## src/sv/ldol_pkg.sv

```systemverilog
// ----------------------------------------------------------------------------
// ldol_pkg
// Shared types and constants of the layered draw-order list.
// ----------------------------------------------------------------------------
package ldol_pkg;

  localparam int CAPACITY    = 32;
  localparam int HANDLE_BITS = 16;
  localparam int MAX_OUT     = 32;

  localparam int IDX_W = $clog2(CAPACITY);
  localparam int CNT_W = $clog2(CAPACITY + 1);
  localparam int TK_W  = $clog2(MAX_OUT + 1);

  typedef enum logic [1:0] {
    OP_INSERT = 2'd0,
    OP_REMOVE = 2'd1,
    OP_CLEAR  = 2'd2,
    OP_RENDER = 2'd3
  } op_e;

  typedef enum logic [2:0] {
    ST_DONE      = 3'd0,
    ST_FULL      = 3'd1,
    ST_NOT_FOUND = 3'd2,
    ST_DRAWN     = 3'd3,
    ST_NONE      = 3'd4
  } status_e;

  typedef enum logic [1:0] {
    CNT_HOLD = 2'd0,
    CNT_INC  = 2'd1,
    CNT_DEC  = 2'd2,
    CNT_CLR  = 2'd3
  } cnt_op_e;

  typedef struct packed {
    logic                   visible;
    logic signed [15:0]     depth;
    logic [7:0]             layer;
    logic [HANDLE_BITS-1:0] handle;
  } entry_t;

  typedef struct packed {
    logic             load_req;
    logic             re;
    logic [IDX_W-1:0] raddr;
    logic             we;
    logic [IDX_W-1:0] waddr;
    logic             wsel_new;
    cnt_op_e          cnt_op;
    logic             pend_load;
    logic             emit;
    logic             emit_pend;
    status_e          emit_status;
    logic             emit_last;
  } cmd_t;

  typedef struct packed {
    logic [CNT_W-1:0] count;
    logic             full;
    logic             empty;
    logic             key_gt;
    logic             match;
    logic             rd_vis;
    logic             out_free;
  } sts_t;

endpackage

```

## src/sv/ldol_datapath.sv

```systemverilog
// ----------------------------------------------------------------------------
// ldol_datapath
// Entry memory, key compare, entry count, pending render handle and the
// output register of the draw-order list.
// ----------------------------------------------------------------------------
module ldol_datapath (
  input  logic              clk_i,
  input  logic              rst_ni,
  input  ldol_pkg::entry_t  in_entry_i,
  input  ldol_pkg::cmd_t    cmd_i,
  output ldol_pkg::sts_t    sts_o,
  input  logic              out_ready_i,
  output logic              out_valid_o,
  output logic [15:0]       out_handle_o,
  output logic [2:0]        out_status_o,
  output logic              out_last_o
);
  import ldol_pkg::*;

  entry_t                 mem [CAPACITY];
  entry_t                 req_q;
  entry_t                 rd_q;
  logic [CNT_W-1:0]       count_q, count_d;
  logic [HANDLE_BITS-1:0] pend_q;
  logic                   out_valid_q, out_valid_d;
  logic [15:0]            out_handle_q;
  logic [2:0]             out_status_q;
  logic                   out_last_q;
  entry_t                 wdata;

  assign wdata = cmd_i.wsel_new ? req_q : rd_q;

  always_ff @(posedge clk_i) begin
    if (cmd_i.we) begin
      mem[cmd_i.waddr] <= wdata;
    end
    if (cmd_i.re) begin
      rd_q <= mem[cmd_i.raddr];
    end
    if (cmd_i.load_req) begin
      req_q <= in_entry_i;
    end
    if (cmd_i.pend_load) begin
      pend_q <= rd_q.handle;
    end
    if (cmd_i.emit) begin
      out_handle_q <= cmd_i.emit_pend ? 16'(pend_q) : 16'd0;
      out_status_q <= cmd_i.emit_status;
      out_last_q   <= cmd_i.emit_last;
    end
  end

  always_comb begin
    unique case (cmd_i.cnt_op)
      CNT_INC: count_d = count_q + CNT_W'(1);
      CNT_DEC: count_d = count_q - CNT_W'(1);
      CNT_CLR: count_d = '0;
      default: count_d = count_q;
    endcase
  end

  always_comb begin
    priority if (cmd_i.emit) begin
      out_valid_d = 1'b1;
    end else if (out_ready_i) begin
      out_valid_d = 1'b0;
    end else begin
      out_valid_d = out_valid_q;
    end
  end

  always_ff @(posedge clk_i or negedge rst_ni) begin
    if (!rst_ni) begin
      count_q     <= '0;
      out_valid_q <= 1'b0;
    end else begin
      count_q     <= count_d;
      out_valid_q <= out_valid_d;
    end
  end

  assign sts_o.count    = count_q;
  assign sts_o.full     = (count_q == CNT_W'(CAPACITY));
  assign sts_o.empty    = (count_q == '0);
  assign sts_o.key_gt   = (rd_q.layer > req_q.layer) ||
                          ((rd_q.layer == req_q.layer) && (rd_q.depth > req_q.depth));
  assign sts_o.match    = (rd_q.handle == req_q.handle);
  assign sts_o.rd_vis   = rd_q.visible;
  assign sts_o.out_free = !out_valid_q || out_ready_i;

  assign out_valid_o  = out_valid_q;
  assign out_handle_o = out_handle_q;
  assign out_status_o = out_status_q;
  assign out_last_o   = out_last_q;

endmodule

```

## src/sv/ldol_ctrl.sv

```systemverilog
// ----------------------------------------------------------------------------
// ldol_ctrl
// Draw-order list sequencer: walks stored entries one per cycle for insert,
// remove and render (render stalls on a held output); schedules every result.
// ----------------------------------------------------------------------------
module ldol_ctrl (
  input  logic            clk_i,
  input  logic            rst_ni,
  input  logic            in_valid_i,
  output logic            in_ready_o,
  input  ldol_pkg::op_e   op_i,
  input  ldol_pkg::sts_t  sts_i,
  output ldol_pkg::cmd_t  cmd_o
);
  import ldol_pkg::*;

  typedef enum logic [6:0] {
    S_IDLE = 7'b0000001,
    S_INS  = 7'b0000010,
    S_PUT  = 7'b0000100,
    S_REM  = 7'b0001000,
    S_RND  = 7'b0010000,
    S_RFIN = 7'b0100000,
    S_DONE = 7'b1000000
  } state_e;

  state_e           state_q, state_d;
  logic [IDX_W-1:0] ev_q, ev_d;
  logic             found_q, found_d;
  logic [TK_W-1:0]  tk_q, tk_d;
  status_e          res_q, res_d;
  logic             last_ent;
  logic             advance;

  assign last_ent = (CNT_W'(ev_q) == (sts_i.count - CNT_W'(1)));

  always_comb begin
    cmd_o             = '0;
    cmd_o.cnt_op      = CNT_HOLD;
    cmd_o.emit_status = ST_DONE;
    in_ready_o        = 1'b0;
    state_d           = state_q;
    ev_d              = ev_q;
    found_d           = found_q;
    tk_d              = tk_q;
    res_d             = res_q;
    advance           = 1'b1;

    unique case (state_q)
      S_IDLE: begin
        in_ready_o = 1'b1;
        if (in_valid_i) begin
          cmd_o.load_req = 1'b1;
          unique case (op_i)
            OP_INSERT: begin
              priority if (sts_i.full) begin
                res_d   = ST_FULL;
                state_d = S_DONE;
              end else if (sts_i.empty) begin
                ev_d    = '0;
                state_d = S_PUT;
              end else begin
                cmd_o.re    = 1'b1;
                cmd_o.raddr = IDX_W'(sts_i.count - CNT_W'(1));
                ev_d        = IDX_W'(sts_i.count - CNT_W'(1));
                state_d     = S_INS;
              end
            end
            OP_REMOVE: begin
              if (sts_i.empty) begin
                res_d   = ST_NOT_FOUND;
                state_d = S_DONE;
              end else begin
                cmd_o.re    = 1'b1;
                cmd_o.raddr = '0;
                ev_d        = '0;
                found_d     = 1'b0;
                state_d     = S_REM;
              end
            end
            OP_CLEAR: begin
              cmd_o.cnt_op = CNT_CLR;
              res_d        = ST_DONE;
              state_d      = S_DONE;
            end
            default: begin
              if (sts_i.empty) begin
                res_d   = ST_NONE;
                state_d = S_DONE;
              end else begin
                cmd_o.re    = 1'b1;
                cmd_o.raddr = '0;
                ev_d        = '0;
                tk_d        = '0;
                state_d     = S_RND;
              end
            end
          endcase
        end
      end

      S_INS: begin
        if (sts_i.key_gt) begin
          cmd_o.we    = 1'b1;
          cmd_o.waddr = ev_q + IDX_W'(1);
          if (ev_q == '0) begin
            state_d = S_PUT;
          end else begin
            cmd_o.re    = 1'b1;
            cmd_o.raddr = ev_q - IDX_W'(1);
            ev_d        = ev_q - IDX_W'(1);
          end
        end else begin
          cmd_o.we       = 1'b1;
          cmd_o.waddr    = ev_q + IDX_W'(1);
          cmd_o.wsel_new = 1'b1;
          cmd_o.cnt_op   = CNT_INC;
          res_d          = ST_DONE;
          state_d        = S_DONE;
        end
      end

      S_PUT: begin
        cmd_o.we       = 1'b1;
        cmd_o.waddr    = ev_q;
        cmd_o.wsel_new = 1'b1;
        cmd_o.cnt_op   = CNT_INC;
        res_d          = ST_DONE;
        state_d        = S_DONE;
      end

      S_REM: begin
        if (found_q) begin
          cmd_o.we    = 1'b1;
          cmd_o.waddr = ev_q - IDX_W'(1);
        end else if (sts_i.match) begin
          found_d = 1'b1;
        end
        if (last_ent) begin
          if (found_q || sts_i.match) begin
            cmd_o.cnt_op = CNT_DEC;
            res_d        = ST_DONE;
          end else begin
            res_d = ST_NOT_FOUND;
          end
          state_d = S_DONE;
        end else begin
          cmd_o.re    = 1'b1;
          cmd_o.raddr = ev_q + IDX_W'(1);
          ev_d        = ev_q + IDX_W'(1);
        end
      end

      S_RND: begin
        if (sts_i.rd_vis) begin
          if ((tk_q != '0) && !sts_i.out_free) begin
            advance = 1'b0;
          end else begin
            if (tk_q != '0) begin
              cmd_o.emit        = 1'b1;
              cmd_o.emit_pend   = 1'b1;
              cmd_o.emit_status = ST_DRAWN;
              cmd_o.emit_last   = 1'b0;
            end
            cmd_o.pend_load = 1'b1;
            tk_d            = tk_q + TK_W'(1);
          end
        end
        if (advance) begin
          if ((sts_i.rd_vis && (tk_q == TK_W'(MAX_OUT - 1))) || last_ent) begin
            state_d = S_RFIN;
          end else begin
            cmd_o.re    = 1'b1;
            cmd_o.raddr = ev_q + IDX_W'(1);
            ev_d        = ev_q + IDX_W'(1);
          end
        end
      end

      S_RFIN: begin
        if (sts_i.out_free) begin
          cmd_o.emit        = 1'b1;
          cmd_o.emit_pend   = (tk_q != '0);
          cmd_o.emit_status = (tk_q != '0) ? ST_DRAWN : ST_NONE;
          cmd_o.emit_last   = 1'b1;
          state_d           = S_IDLE;
        end
      end

      S_DONE: begin
        if (sts_i.out_free) begin
          cmd_o.emit        = 1'b1;
          cmd_o.emit_pend   = 1'b0;
          cmd_o.emit_status = res_q;
          cmd_o.emit_last   = 1'b1;
          state_d           = S_IDLE;
        end
      end

      default: begin
        state_d = S_IDLE;
      end
    endcase
  end

  always_ff @(posedge clk_i or negedge rst_ni) begin
    if (!rst_ni) begin
      state_q <= S_IDLE;
      ev_q    <= '0;
      found_q <= 1'b0;
      tk_q    <= '0;
      res_q   <= ST_DONE;
    end else begin
      state_q <= state_d;
      ev_q    <= ev_d;
      found_q <= found_d;
      tk_q    <= tk_d;
      res_q   <= res_d;
    end
  end

endmodule

```

## src/sv/layered_draw_order_list.sv

```systemverilog
// ----------------------------------------------------------------------------
// layered_draw_order_list
// Bounded display list kept sorted by layer, then depth order.
// ----------------------------------------------------------------------------
// Usage:
//   Slave stream carries commands: insert, remove by handle, clear, render.
//   One command is taken at a time; tready is high while the sequencer idles.
//   Insert, remove and clear return one transaction with tlast set.
//   Render returns one transaction per visible entry (at most 32), tlast on
//   the final one, or a single "nothing drawn" transaction.
//   Clear, a full insert and a remove or render on an empty list go straight
//   to the result. Insert steps back from the last entry through those with a
//   greater key, shifting each up; remove walks all stored entries; render
//   walks to the last entry or the 32nd visible one, stalling while the
//   receiver holds a result. One memory read port steps each walk.
//   A result waits in the master-side output register; while it waits the
//   next command is still accepted and a walk stalls only when it must emit.
//   Reset empties the list and drops any held result; the entry memory itself
//   is not cleared.
// ----------------------------------------------------------------------------
module layered_draw_order_list (
  input  logic        clk_i,
  input  logic        rst_ni,
  input  logic        s_axis_tvalid,
  output logic        s_axis_tready,
  // operation[1:0], handle[17:2], layer[25:18], depth_order[41:26], visible[42]
  input  logic [47:0] s_axis_tdata,
  output logic        m_axis_tvalid,
  input  logic        m_axis_tready,
  // out_handle[15:0], status[18:16]
  output logic [23:0] m_axis_tdata,
  output logic        m_axis_tlast
);
  import ldol_pkg::*;

  op_e         op;
  entry_t      in_entry;
  cmd_t        cmd;
  sts_t        sts;
  logic [15:0] out_handle;
  logic [2:0]  out_status;

  assign op               = op_e'(s_axis_tdata[1:0]);
  assign in_entry.handle  = HANDLE_BITS'(s_axis_tdata[17:2]);
  assign in_entry.layer   = s_axis_tdata[25:18];
  assign in_entry.depth   = s_axis_tdata[41:26];
  assign in_entry.visible = s_axis_tdata[42];

  ldol_ctrl u_ctrl (
    .clk_i      (clk_i),
    .rst_ni     (rst_ni),
    .in_valid_i (s_axis_tvalid),
    .in_ready_o (s_axis_tready),
    .op_i       (op),
    .sts_i      (sts),
    .cmd_o      (cmd)
  );

  ldol_datapath u_dp (
    .clk_i        (clk_i),
    .rst_ni       (rst_ni),
    .in_entry_i   (in_entry),
    .cmd_i        (cmd),
    .sts_o        (sts),
    .out_ready_i  (m_axis_tready),
    .out_valid_o  (m_axis_tvalid),
    .out_handle_o (out_handle),
    .out_status_o (out_status),
    .out_last_o   (m_axis_tlast)
  );

  assign m_axis_tdata = {5'd0, out_status, out_handle};

  a_count_bound: assert property (@(posedge clk_i) disable iff (!rst_ni)
    sts.count <= CNT_W'(CAPACITY))
    else $error("entry count beyond capacity");

  a_no_overwrite: assert property (@(posedge clk_i) disable iff (!rst_ni)
    cmd.emit |-> sts.out_free)
    else $error("result emitted over a held result");

  a_one_at_a_time: assert property (@(posedge clk_i) disable iff (!rst_ni)
    (s_axis_tvalid && s_axis_tready) |=> !s_axis_tready)
    else $error("second command taken while one is in flight");

  a_inc_not_full: assert property (@(posedge clk_i) disable iff (!rst_ni)
    (cmd.cnt_op == CNT_INC) |-> (!sts.full && cmd.we && cmd.wsel_new))
    else $error("insert committed on a full list");

endmodule

```

## config.mk

```make
export PLATFORM = sky130hd
export DESIGN_NAME = layered_draw_order_list
export DESIGN_NICKNAME = d
export VERILOG_FILES = /design/src/sv/ldol_pkg.sv /design/src/sv/ldol_datapath.sv /design/src/sv/ldol_ctrl.sv /design/src/sv/layered_draw_order_list.sv
export SDC_FILE = /design/constraint.sdc
export NUM_CORES = 2
export LEC_CHECK = 0
export ABC_AREA = 1
export BUFFER_PORTS_ARGS = -buffer_cell sky130_fd_sc_hd__buf_2
export CORE_MARGIN = 3
export CORE_UTILIZATION = 45
export CTS_CLUSTER_SIZE = 12
export DETAILED_ROUTE_END_ITERATION = 7
export GPL_ROUTABILITY_DRIVEN = 0
export PLACE_DENSITY_LB_ADDON = 0.08
export SLEW_MARGIN = 20
export SYNTH_ARGS = -nofsm -noshare
export SYNTH_HDL_FRONTEND = slang
export SYNTH_SLANG_ARGS = --single-unit
```

## constraint.sdc

```tcl
create_clock -name clk_i -period 4.3 [get_ports clk_i]
set_input_delay 0 -clock clk_i [delete_from_list [all_inputs] [get_ports clk_i]]
set_output_delay 0 -clock clk_i [all_outputs]
set_load 0.005 [all_outputs]
```

# After elaboration in Yosys (flattened, before gate mapping)
# Memories as Yosys holds them, arrays and structs flattened. A register that Yosys moved wholly into a read port is not among the register bits.
# Index checks and enable logic that the tools add are counted.
[word_totals]
mem_count = 1
mem_bits_rw = 1312
latchBits = 0
out_inout_bits = 27
wordCells = 172
ff_bits = 106
mem_bits_ro = 0
in_bits = 52
[mem_list]
columns = ["memory", "depth", "width", "rd", "rd_ports_with_merged_regs", "wr", "line", "text"]
rows = [
  ["u_dp.mem", 32, 41, 1, 1, 1, "ldol_datapath.sv:20", "entry_t mem [CAPACITY];"],
]
[op_classes]
mux = 84
n_eq_ne = 39
n_reduce_logical = 26
shifts = 0
div_mod_pow = 0
order_cmp = 2
n_mul = 0
bitwise_logic = 0
addsub = 5
[ops]
columns = ["operator", "count"]
rows = [
  ["$mux W6", 17],
  ["$mux W7", 13],
  ["$pmux W6 S3", 3],
  ["$mux W5", 9],
  ["$pmux W7 S6", 1],
  ["$mux W41", 1],
  ["$mux W3", 9],
  ["$pmux W6 S2", 2],
  ["$pmux W6 S4", 1],
  ["$ne A2 B2 Y1 const B", 11],
  ["$pmux W7 S3", 1],
  ["$pmux W5 S4", 1],
  ["$eq A16 B16 Y1", 1],
  ["$gt A16 B16 Y1", 1],
  ["$mux W1", 15],
  ["$add A6 B1 Y6 const B", 2],
  ["$ne A3 B3 Y1 const B", 4],
  ["$pmux W3 S4", 1],
  ["$reduce_and A6 Y1", 2],
  ["$mux W2", 5],
  ["$ne A2 B1 Y1 const B", 5],
  ["$pmux W5 S2", 1],
  ["$reduce_and A10 Y1", 1],
  ["$pmux W3 S3", 1],
  ["other kinds (35)", 48],
]

# Logic depth before layout (Yosys ltp)
[depth]
ltp_word = 9
depth_mapped = 24
mapped_depth_nobuf = 22

# Hierarchy
# Synthesis repeated with hierarchy kept, for this count alone.
[hier_totals]
cells_unflattened = 5141
hier_area_um2 = 60740.8
[modules_own_cells]
columns = ["mod", "area_each_um2", "n_inst", "seq_area_each_um2", "cells_per_inst"]
rows = [
  ["ldol_datapath", 58494.9, 1, 43116.4, 4786],
  ["ldol_ctrl", 2204.6, 1, 551.8, 349],
  ["layered_draw_order_list", 41.3, 1, 0.0, 6],
]

# Worst setup path after synthesis
# OpenSTA, ideal clock, no wires.
[synth_path]
path_kind = "flip-flop to flip-flop"
start = "reg u_ctrl.state_q[5]"
end = "reg u_dp.rd_q[0] (netlist name)"
required_time_ns = 3.903
setup_ns = 0.397
slack_ns = -0.049
synth_period_minus_slack_ns = 4.349
path_stages_with_launch = 7
n_path_buf = 0
arrival_time_ns = 3.952
cell_sequence = "dfrtp_1 > nor2_1 > nand2_2 > nor2_4 > inv_1 > nor2_1 > a2111o_1"
[synth_rtl]
columns = ["item", "line", "text"]
rows = [
  ["start: declaration", "ldol_ctrl.sv:27", "state_e state_q, state_d;"],
  ["start signal: assignment", "ldol_ctrl.sv:214", "state_q <= state_d;"],
]

# Final worst setup path
[layout_path]
start = "reg u_dp.rd_q[35] (netlist name)"
end = "reg u_dp.rd_q[33] (netlist name)"
[layout_via]
elab_chain_cells = 5
[layout_rtl]
columns = ["item", "line", "text"]
rows = [
  ["$gt A16 B16 Y1", "ldol_datapath.sv:86", "((rd_q.layer == req_q.layer) && (rd_q.depth > req_q.depth));"],
  ["$logic_and A1 B1 Y1", "ldol_datapath.sv:86", ""],
  ["$logic_or A1 B1 Y1", "ldol_datapath.sv:85", "assign sts_o.key_gt = (rd_q.layer > req_q.layer) ||"],
  ["$mux W6", "ldol_ctrl.sv:103", "if (sts_i.key_gt) begin"],
  ["$pmux W6 S4", "ldol_ctrl.sv:49", "unique case (state_q)"],
]
# Every way passes these cells.
# A chain may end at the register's enable or synchronous reset.

==> flow_summary.yaml <==
global_routing:
  grt_antenna_before_repair: 2
  overflow: 0
  grt_use_total_pct: 28.3
  grt_max_degree: 176
  grt_pass1_vias: 42000
  grt_pass1_wl_um: 295000
logic_synthesis:
  synthCells: 5156
  synth.cells.most_frequent: "edfxtp_1 (1430), nand3_1 (1320), nand2_1 (910), nand4_1 (587), clkbuf_1 (182)"
  synthArstFlopShare_pct: 1.99
  netlist_area_mm2: 0.0619
  yosysSeqAreaShare_pct: 70.6
  synth_edf_count: 1430
  synth_cell_types: 48
  synth-main-ff-cell: "edfxtp_1"
  synth.largest_area_cell: "edfxtp_1"
  ys_top_cells_by_area: "edfxtp_1 (69%), nand3_1 (11%), nand4_1 (5.9%)"
  postSynthAreaPerCell_um2: 12.0
  synthMostInstantiatedCell: "edfxtp_1"
  synth_top_area_share_pct: 69.4
  yosysWarningCount: 0
  ys_seq_elements: 1459
cells_and_area:
  final_area_mm2: 0.0717
  final_util_pct: 52.7
  antenna_cells: 0
  nFillCells: 11600
  fin_cells: 7182
  drive_gt1_share_pct: 10.9
  synthToLayoutAreaGrowth_pct: 15.8
  final_net_count: 5361
timing:
  final-max-slew-violation-count: 0
  hold_viol: 0
  fin_crit_ps: 4020
  slew_headroom_pct: 2.69
  rsz0062_at_grt: "false"
  clock.fmax_mhz: 249
  fin_skew_ps: 29.6
  period_share_pct: 93.5
  worstMarginPinSlew_ps: 1460
  setup_tns_ps: 0
  setup_viol: 0
drt:
  routedWlPerCell_um: 28.3
  firstDrtPassIters: 5
  drtAntennaViolNets: 0
  drc: 0
  totalWireLength_um: 203000
  drtIter0Drc: 5077
  viasPerCell: 6.21
  dr_total_vias: 44600
floorplan:
  fp.dieH_um: 377
  start_util_pct: 45.5
  die_area_mm2: 0.142
  core_area_mm2: 0.136
  num_rows: 135
  die_x_um: 377
  ios: 79
cts:
  cts_made_buffers: 158
  cts.path.max_buffers: 3
  clk_pin_slew_ps: 60
  cts_tree: "yes"
  cts_htree_levels: 4
  post_cts_buffers: 0
  ctsRootBufferMaster: "clkbuf_16"
  clk_latency_ps: 790
  cts_num_sinks: 1459
worst_setup_path:
  crit_path_end_kind: "flop"
  r2r_end: "u_dp.rd_q[33]"
  reg2regPathDepth: 19
  r2r_start: "u_dp.rd_q[35]"
  cp_max_fo: 22
  cp.required_ps: 4840
  start_kind: "flop"
  cp_data_arrival_time_ps: 4560
  critical_path_class: "flop to flop"
  cp-endpoint: "u_dp.rd_q[33]"
  rrSetupSlack_ps: 280
  startpoint: "u_dp.rd_q[35]"
place:
  dp_cells: 6815
  dp_hpwl_um: 102000
  dpl_cell_area_mm2: 0.0658
  portBuffers: 68
pwr:
  power.leakage_nw: 25.2
  power_density_mw_per_mm2: 726
  power_mw: 52.0
  ir_drop_mv: 0.933
flow_run:
  maxCapViolCount: 0
worst_hold_path:
  hold_class: "input port to flop"
status:
  outcome: "finished clean"
-- what timing repair did --
item | in CTS | in global routing
endpoints found under the hold margin | 92 | 0
endpoints found under the setup margin | 0 | 91
hold buffers | 85 | 0
gates resized for setup | 0 | 2
-- state kept, by name (all words and copies together), names as in the netlist --
signal             flops
u_dp.mem            1312
u_ctrl.found_q         1
u_dp.rd_q             40
u_dp.out_valid_o       1
u_ctrl.res_q           3
u_dp.count_q           6
u_dp.out_status_o      3
u_ctrl.ev_q            5
u_dp.pend_q           16
u_dp.out_handle_o     16
u_ctrl.tk_q            6
u_dp.sts_o             1
u_dp.out_last_o        1
u_ctrl.state_q         7
u_dp.req_q            41
-- routing by layer --
layer  part of all wire (%)  track usage, %  up-vias  routed length, um
met5                      0               0        -                  0
met4                    2.8            8.84        0               5740
met3                    8.4            4.56      342              17000
met2                     47            44.2     2134              94700
met1                     42            40.8    22600              86000
li1                       -               -    19500                  -
-- critical path, stage by stage, from the launching register on --
cell,delay (ps)
edfxtp_1,400
ha_1,320
nand2_1,80
nor2_2,280
nand2_1,190
nor2_1,200
nand2_1,170
nand3_1,120
nand2_1,50
nand3_1,160
nand3_4,280
nand3b_1,330
buf_12,210
buf_12,210
buf_4,270
nand3_1,110
nand3_1,100
nand3_1,90
nand3_1,100
nand2_1,60
-- through the flow --
step	setup WS [ps]	hold WS (ps)
5_1_grt	42.6	40.2
3_5_place_dp	242	96.0
6_report	278	79.0
2_1_floorplan	400	-296
4_1_cts	212	8.33
3_3_place_gp	255	95.0
-- cell families (layout without fill, tap and decap cells) --
logic type / after synthesis / in the layout / share of synthesized area (%)
AOI/OAI and AO/OA: 111 / 111 / 1.04
DFF: 1459 / 1459 / 70.6
buffers and inverters: 574 / 815 / 4.23
xor gates and xnor gates: 19 / 19 / 0.269
adders and majority gates: 30 / 30 / 0.607
and+or+nand+nor: 2962 / 2962 / 23.3
other: 1 / 5 / 0.00606
-- area by class of cell --
class                           instances  area, um^2  area share, %
Clock buffer                          207        4270           5.95
Clock inverter                         75         631          0.880
Inverter                              144         554          0.774
Multi-Input combinational cell       3127       16100           22.4
Sequential cell                      1459       43700           60.9
Tap cell                             1781        2230           3.11
Timing Repair Buffer                  389        4250           5.94
-- cells in the final DEF, fill, tap and decap left out, drive strengths merged --
master	Yosys	layout
nand2	913	913
o21ai	61	61
a2111o	1	1
ha	30	30
nor2	120	120
a31o	1	1
o211ai	1	1
dlygate4sd3	0	84
nand3	1323	1323
o41ai	2	2
o221ai	1	1
a21oi	23	23
a21boi	1	1
nor3	10	10
clkinv	2	62
clkinvlp	0	1
o22ai	6	6
bufinv	0	8
nand4	587	587
a32o	1	1
buf	247	305
nor4	4	4
edfxtp	1430	1430
a221oi	1	1
a31oi	6	6
nand3b	1	1
inv	142	148
o31ai	4	4
xnor2	1	1
a22o	1	1
a41oi	1	1
conb	1	5
clkbuf	183	207
nor3b	4	4
dfstp	1	1
dfrtp	28	28
xor2	18	18
-- worst min-delay path by stage --
stage,end,from,cells after the start
final,u_dp.req_q[38],s_axis_tdata[40],2
after global routing,u_dp.req_q[39],s_axis_tdata[41],2
after CTS,u_dp.req_q[37],s_axis_tdata[39],2
after detailed placement,u_ctrl.state_q[5],rst_ni,1
after global placement,u_ctrl.state_q[5],rst_ni,1
after floorplan,u_ctrl.ev_q[0],rst_ni,0
-- power by group --
| group | total, mW | switching [mW] | internal [mW] |
|---|---|---|---|
| registers | 19.3 | 0.435 | 18.9 |
| clock network | 13.0 | 5.55 | 7.46 |
| logic | 19.7 | 14.7 | 5.00 |
| total | 52.0 | 20.7 | 31.3 |
(Power assumes the default switching activity.)
